<file path="src/bst_pkg.sv">
`default_nettype none

package bst_pkg;

  localparam logic [1:0] CLS_SPACE = 2'd0;
  localparam logic [1:0] CLS_WORD  = 2'd1;
  localparam logic [1:0] CLS_QUOTE = 2'd2;
  localparam logic [1:0] CLS_OPER  = 2'd3;

  localparam logic [7:0] CHR_SPACE     = 8'h20;
  localparam logic [7:0] CHR_TAB       = 8'h09;
  localparam logic [7:0] CHR_CR        = 8'h0D;
  localparam logic [7:0] CHR_QUOTE     = 8'h22;
  localparam logic [7:0] CHR_DOT       = 8'h2E;
  localparam logic [7:0] CHR_UNDER     = 8'h5F;
  localparam logic [7:0] CHR_BACKSLASH = 8'h5C;
  localparam logic [7:0] CHR_HIGH_BIT  = 8'h80;

  localparam int CFG_W = 13;

  typedef struct packed {
    logic [7:0] in_byte;
    logic       end_of_text;
  } bst_in_t;

  typedef struct packed {
    logic [7:0] out_byte;
    logic       keep;
    logic       token_start;
    logic [1:0] token_class;
    logic       too_long;
    logic       last_out;
  } bst_out_t;

  // Character class of one byte, C-locale rules for ASCII; bytes with the high bit set count as word bytes.
  function automatic logic [1:0] classify(input logic [7:0] b);
    logic [1:0] c;
    if (b == CHR_SPACE || (b >= CHR_TAB && b <= CHR_CR)) begin
      c = CLS_SPACE;
    end else if ((b >= 8'h30 && b <= 8'h39) || (b >= 8'h61 && b <= 8'h7A) ||
                 (b >= 8'h41 && b <= 8'h5A) || b == CHR_UNDER ||
                 (b & CHR_HIGH_BIT) != 8'h00) begin
      c = CLS_WORD;
    end else if (b == CHR_QUOTE) begin
      c = CLS_QUOTE;
    end else begin
      c = CLS_OPER;
    end
    return c;
  endfunction

endpackage

`default_nettype wire

</file>
<file path="src/byte_stream_tokenizer.sv">
// byte_stream_tokenizer: marks token boundaries in a byte stream.
// An accepted input request has its result registered in the output register, and the
// mode and length update is a single registered pass. Throughput: one byte per cycle
// while the result side does not stall. Reset (rst_n low, synchronous): scanner idle,
// token length zero, no result pending, and the buffer size register returns to 256.
`default_nettype none

module byte_stream_tokenizer
  import bst_pkg::*;
#(
  parameter int MAX_BUFFER_SIZE = 4096
) (
  input  wire logic             clk,
  input  wire logic             rst_n,
  // Input request channel.
  input  wire logic             in_valid,
  output logic                  in_stall,
  input  wire bst_in_t          in_data,
  // Result channel.
  output logic                  out_valid,
  input  wire logic             out_stall,
  output bst_out_t              out_data,
  // Buffer size register write.
  input  wire logic             cfg_valid,
  output logic                  cfg_ready,
  input  wire logic [CFG_W-1:0] cfg_data
);

  // The token length saturates at MAX_BUFFER_SIZE, so it needs enough bits to hold it.
  localparam int LEN_W = $clog2(MAX_BUFFER_SIZE + 1);
  // Compare width wide enough for both the register value and the limit.
  localparam int CMP_W = (LEN_W > CFG_W) ? LEN_W : CFG_W;
  localparam logic [LEN_W-1:0] MAX_LEN = LEN_W'(MAX_BUFFER_SIZE);

  // Scanner modes.
  localparam logic [2:0] MODE_IDLE  = 3'd0;
  localparam logic [2:0] MODE_SPACE = 3'd1;
  localparam logic [2:0] MODE_WORD  = 3'd2;
  localparam logic [2:0] MODE_QUOTE = 3'd3;
  localparam logic [2:0] MODE_ESC   = 3'd4;
  localparam logic [2:0] MODE_OPER  = 3'd5;

  // The register value is clamped to the range [2, MAX_BUFFER_SIZE] once, at write time,
  // so the per-byte path only has to compare against a ready-made limit.
  function automatic logic [LEN_W-1:0] clamp_size(input logic [CFG_W-1:0] v);
    logic [CMP_W-1:0] w;
    logic [CMP_W-1:0] r;
    w = CMP_W'(v);
    if (w < CMP_W'(2)) begin
      r = CMP_W'(2);
    end else if (w > CMP_W'(MAX_BUFFER_SIZE)) begin
      r = CMP_W'(MAX_BUFFER_SIZE);
    end else begin
      r = w;
    end
    return r[LEN_W-1:0];
  endfunction

  localparam logic [LEN_W-1:0] RESET_LIMIT = clamp_size(CFG_W'(256));

  logic [2:0]       mode_r;
  logic [2:0]       mode_nxt;
  logic [LEN_W-1:0] len_r;
  logic [LEN_W-1:0] len_nxt;
  logic [LEN_W-1:0] limit_r;
  logic             out_valid_r;
  logic             out_valid_nxt;
  bst_out_t         out_data_r;
  bst_out_t         res;

  logic             accept;
  logic [1:0]       cls;
  logic             cont;
  logic [LEN_W-1:0] len_base;
  logic [LEN_W-1:0] len_inc;

  // The output register parts the two sides: a new request is taken whenever the
  // register is empty or its result leaves in this same cycle.
  assign in_stall  = out_valid_r & out_stall;
  assign accept    = in_valid & ~in_stall;
  assign cfg_ready = 1'b1;
  assign out_valid = out_valid_r;
  assign out_data  = out_data_r;

  assign cls = classify(in_data.in_byte);

  // Does this byte extend the open token?
  always_comb begin
    unique case (mode_r)
      MODE_SPACE: cont = (cls == CLS_SPACE);
      MODE_WORD:  cont = (cls == CLS_WORD) || (in_data.in_byte == CHR_DOT);
      MODE_OPER:  cont = (cls == CLS_OPER);
      MODE_QUOTE: cont = 1'b1;
      MODE_ESC:   cont = 1'b1;
      default:    cont = 1'b0;
    endcase
  end

  always_comb begin
    res.out_byte    = in_data.in_byte;
    res.keep        = 1'b1;
    res.token_start = 1'b0;
    res.token_class = CLS_SPACE;
    res.too_long    = 1'b0;
    res.last_out    = in_data.end_of_text;
    mode_nxt        = mode_r;
    len_base        = len_r;

    if (!cont) begin
      // A new token opens; its class is the class of its first byte.
      res.token_start = 1'b1;
      res.token_class = cls;
      len_base        = '0;
      unique case (cls)
        CLS_SPACE: mode_nxt = MODE_SPACE;
        CLS_WORD:  mode_nxt = MODE_WORD;
        CLS_QUOTE: mode_nxt = MODE_QUOTE;
        default:   mode_nxt = MODE_OPER;
      endcase
      if (cls == CLS_SPACE) begin
        res.out_byte = CHR_SPACE;
      end
    end else begin
      unique case (mode_r)
        MODE_SPACE: begin
          // Later bytes of a whitespace run are dropped.
          res.token_class = CLS_SPACE;
          res.out_byte    = CHR_SPACE;
          res.keep        = 1'b0;
        end
        MODE_WORD: res.token_class = CLS_WORD;
        MODE_OPER: res.token_class = CLS_OPER;
        MODE_ESC: begin
          // The escaped byte is taken as is, whatever it is.
          res.token_class = CLS_QUOTE;
          mode_nxt        = MODE_QUOTE;
        end
        default: begin
          res.token_class = CLS_QUOTE;
          if (in_data.in_byte == CHR_BACKSLASH) begin
            mode_nxt = MODE_ESC;
          end else if (cls == CLS_QUOTE) begin
            // The closing quote completes the token; the next byte starts a new one.
            mode_nxt = MODE_IDLE;
          end
        end
      endcase
    end

    // Space tokens carry no length; other tokens count with saturation.
    len_inc = (len_base < MAX_LEN) ? len_base + LEN_W'(1) : len_base;
    if (res.token_class != CLS_SPACE) begin
      len_nxt      = len_inc;
      res.too_long = (len_inc >= limit_r);
    end else begin
      len_nxt = '0;
    end

    // The final byte of the text always returns the scanner to idle.
    if (in_data.end_of_text) begin
      mode_nxt = MODE_IDLE;
      len_nxt  = '0;
    end
  end

  always_comb begin
    if (accept) begin
      out_valid_nxt = 1'b1;
    end else if (!out_stall) begin
      out_valid_nxt = 1'b0;
    end else begin
      out_valid_nxt = out_valid_r;
    end
  end

  always_ff @(posedge clk) begin
    if (!rst_n) begin
      mode_r      <= MODE_IDLE;
      len_r       <= '0;
      limit_r     <= RESET_LIMIT;
      out_valid_r <= 1'b0;
    end else begin
      out_valid_r <= out_valid_nxt;
      if (accept) begin
        mode_r <= mode_nxt;
        len_r  <= len_nxt;
      end
      if (cfg_valid) begin
        limit_r <= clamp_size(cfg_data);
      end
    end
  end

  // Result payload needs no reset; it is qualified by out_valid_r.
  always_ff @(posedge clk) begin
    if (accept) begin
      out_data_r <= res;
    end
  end

endmodule

`default_nettype wire

</file>
<file path="config.mk">
export PLATFORM = sky130hd
export DESIGN_NAME = byte_stream_tokenizer
export DESIGN_NICKNAME = d
export VERILOG_FILES = /design/src/bst_pkg.sv /design/src/byte_stream_tokenizer.sv
export SDC_FILE = /design/constraint.sdc
export NUM_CORES = 1
export LEC_CHECK = 0
export ABC_AREA = 1
export BUFFER_PORTS_ARGS = -buffer_cell sky130_fd_sc_hd__buf_4
export CORE_ASPECT_RATIO = 0.8
export CORE_MARGIN = 10
export CORE_UTILIZATION = 45
export CTS_CLUSTER_SIZE = 10
export DETAILED_ROUTE_END_ITERATION = 6
export PLACE_DENSITY = 0.66
export SETUP_SLACK_MARGIN = 0.1
export SYNTH_ARGS = -nofsm -noshare
export SYNTH_HDL_FRONTEND = slang
export SYNTH_SLANG_ARGS = --single-unit
</file>
<file path="constraint.sdc">
create_clock -name clk -period 4.4 [get_ports clk]
set_input_delay 0.66 -clock clk [delete_from_list [all_inputs] [get_ports clk]]
set_output_delay 0.66 -clock clk [all_outputs]
set_load 0.1 [all_outputs]
</file>
==> reports/summary.log <==
INFO  status         status=complete, no violations
INFO  sta            max_freq=0.252GHz
INFO  synthesis      synthDominantCellAreaShare=0.213
INFO  sta            setup_violations=0
INFO  sta            timing.clock.skew=0.00812ns
INFO  setup_path     crit_path_max_fanout=7
INFO  detailed_routing drt-initial-drc-count=114
INFO  sta            final.period_utilization=0.902
INFO  floorplan      effective_utilization_at_floorplan=0.471
INFO  global_route   gr-usage-all-layers=0.136
INFO  sta            report.final.hold_viol_count=0
INFO  floorplan      floorplan.die_area=9840squm
INFO  cts            cts_inserted_buffers=5
INFO  worst_hold_path number_of_cells_on_the_worst_hold_path=2
INFO  cts            clock_latency=0.30ns
INFO  setup_path     rr_endpoint=out_data[1]
INFO  synthesis      synth-async-reset-ratio=0
INFO  cts            cts_tree=done
INFO  sta            unrepaired_setup_endpoints_after_global_routing=false
INFO  cts            number_of_levels_the_h_tree_was_split_into=2
INFO  worst_hold_path hold_path_end=len_r[9]
INFO  cts            root_buffer=clkbuf_8
INFO  global_route   grt_pass1_vias=2,281
INFO  sta            slew-limit-headroom=0.303
INFO  setup_path     worst-endpoint-arrival=4.02ns
INFO  detailed_routing route.vias.total=2,487
INFO  setup_path     crit_path_end_kind=flop
INFO  synthesis      syn-num-nets=418
INFO  detailed_routing detail_route.vias_per_cell=5.01
INFO  synthesis      post_synth_most_frequent_cells=nand2_1, inv_1, a21oi_1
INFO  cells_and_area layout.nets=460
INFO  floorplan      floorplan.rows=25
INFO  synthesis      synth_area=2820squm
INFO  synthesis      ys_warn_count=0
INFO  worst_hold_path hold_path_startpoint=len_r[9]
INFO  flow_run       maxCapViolCount=0
INFO  synthesis      synth.most_common_cell=nand2_1
INFO  floorplan      die_height=90.7um
INFO  setup_path     rr_startpoint=mode_r[2]
INFO  placement      postPlaceCellArea=3180squm
INFO  placement      place.port_buffers=42
INFO  cts            cts.path.max_buffers=2
INFO  power_and_ir_drop total_leakage_power=1.49nW
INFO  placement      detailedPlacementHpwl=5190um
INFO  detailed_routing wl_per_cell=13.5um
INFO  sta            timing.final.crit_period=3.97ns
INFO  synthesis      synth_area_per_cell=7.57squm
INFO  synthesis      ys_types=46
INFO  cells_and_area antenna_cells=0
INFO  power_and_ir_drop pwr_density_cell=312nW/um^2
INFO  global_route   grt_first_pass_wirelength=11,000um
INFO  floorplan      chipWidth=108um
INFO  global_route   grt_antenna_before_repair=0
INFO  sta            timing_worst_slew_pin_value=1.03ns
INFO  setup_path     crit_path_start_kind=primary input
INFO  setup_path     cpPeakStageDelay=0.29ns
INFO  setup_path     setup.reg_to_reg.worst_slack=1.29ns
INFO  cts            post_cts_hold_buffer_count=0
INFO  synthesis      syn_inst_count=372
INFO  detailed_routing drt_first_pass_iters=5
INFO  detailed_routing finalWirelength=6720um
INFO  setup_path     worstSetupPathType=primary input to flop
INFO  global_route   grt_start_max_net_pins=28
INFO  synthesis      synth_edf_count=14
INFO  synthesis      postSynth.topFlopCell=dfxtp_1
INFO  floorplan      ioPinCount=44
INFO  synthesis      synth_sequential_area_ratio=0.363
INFO  floorplan      coreArea=5970squm
INFO  cts            clk_pin_slew_worst_paths=0.08ns
INFO  cells_and_area drive_gt1_frac=0.200
INFO  detailed_routing route.antenna.remaining_nets=0
INFO  sta            fin_tns_setup=0ns
INFO  setup_path     crit_path_top_delay_cell=ha_1
INFO  placement      gp_congestion=0.844
INFO  worst_hold_path hold_class=flop to flop
INFO  synthesis      yosys-top-cells-area=dfxtp_1, edfxtp_1, nand2_1
INFO  setup_path     ff2ff_path_depth=21
INFO  cts            number_of_gates_resized_after_cts=0
INFO  setup_path     critical_path_required=4.46ns
INFO  detailed_routing drc=0
INFO  cts            clock-sinks=44
INFO  cells_and_area finalInstanceArea=3310squm
INFO  synthesis      cell_type_contributing_the_most_total_cell_area_after_synthesis=dfxtp_1
INFO  cells_and_area layout-area-overhead-vs-synth=17.6%
INFO  power_and_ir_drop vdd.ir_drop.worst=0.218mV
INFO  synthesis      post_synthesis_register_bit_count=44
INFO  sta            finalHoldWorstSlack=0.470ns
INFO  sta            final-max-slew-violation-count=0
INFO  global_route   overflow=0
[flip-flops by register name (all words and copies together), names as in the netlist]
register   cells
out_valid      1
out_data      14
mode_r         3
limit_r       13
len_r         13
[cells in the final DEF (no fill, tap or decap), drive strengths merged, types with 2 or more instances in the layout]
cell | netlist | final
clkbuf | 6 | 7
nor4 | 2 | 2
a211oi | 9 | 9
edfxtp | 14 | 14
dfxtp | 30 | 30
xor2 | 4 | 4
a21oi | 40 | 40
a21boi | 2 | 2
o21ai | 17 | 17
inv | 53 | 53
nand3 | 22 | 22
nor2 | 39 | 39
nand4 | 8 | 8
o21bai | 2 | 2
ha | 19 | 19
nor3 | 5 | 5
nand2 | 84 | 84
buf | 4 | 45
[critical path, delay by kind of cell]
family / cells / cell delay (ns)
and+or+nand+nor: 15 / 1.59
adders and majority gates: 3 / 0.73
AOI/OAI and AO/OA: 6 / 0.64
buffers and inverters: 5 / 0.42
[per-layer routing]
metal / GRT usage / part of all wire / vias up
met1: 0.202 / 0.52 / 1091
met4: 0.0351 / 0.0068 / 0
met2: 0.185 / 0.40 / 73
met3: 0.0371 / 0.077 / 5
li1: - / - / 1318
met5: 0 / 0 / -
[metrics by stage]
step           total power, mW  utilization  instances  setup WS, ns
2_1_floorplan            0.639            -        372         0.625
3_3_place_gp             0.695        0.533        488         0.243
6_report                  1.03        0.554        496         0.431
3_5_place_dp             0.697        0.533        488         0.142
5_1_grt                   1.09        0.554        496         0.116
4_1_cts                   1.04        0.554        496         0.468
[cell families (layout without fill, tap and decap cells)]
kind of cell | count (synthesis) | after routing | share of synthesized area
and+or+nand+nor | 164 | 164 | 0.282
AOI/OAI and AO/OA | 76 | 76 | 0.156
buffers and inverters | 64 | 107 | 0.0978
DFF | 44 | 44 | 0.363
adders and majority gates | 19 | 19 | 0.0844
xor gates and xnor gates | 4 | 4 | 0.0151
other | 1 | 1 | 0.00133
[power by group]
part,leakage [nW],switching (mW),internal (mW)
Clock,0.0636,0.141,0.204
Sequential,0.377,0.00825,0.441
Combinational,1.05,0.175,0.0649
[layout make-up]
| type | instances | area (sq um) |
|---|---|---|
| clock buffers | 7 | 97.6 |
| inverters | 54 | 203 |
| fillers | 568 | 2670 |
| well taps | 81 | 101 |
| flip-flops and latches | 44 | 1020 |
| repair buffers | 45 | 338 |
| multi-input cells | 264 | 1520 |
| clock inverters | 1 | 30.0 |
[repair_timing]
item / CTS / global route
setup buffers: 0 / 0
endpoints found under the hold margin: 0 / 0
setup endpoints to repair: 0 / 1
[worst max-delay path by stage]
stage	start	slack, ns	end	depth (start not counted)
after floorplan	in_data[5]	0.62	out_data[1]	29
after global placement	in_data[5]	0.24	out_data[1]	30
after detailed placement	in_data[5]	0.14	out_data[1]	30
after CTS	in_data[5]	0.47	out_data[1]	30
after global routing	in_data[5]	0.12	out_data[1]	30
final	in_data[5]	0.43	out_data[1]	29
Power figures use the tool's default switching activity.
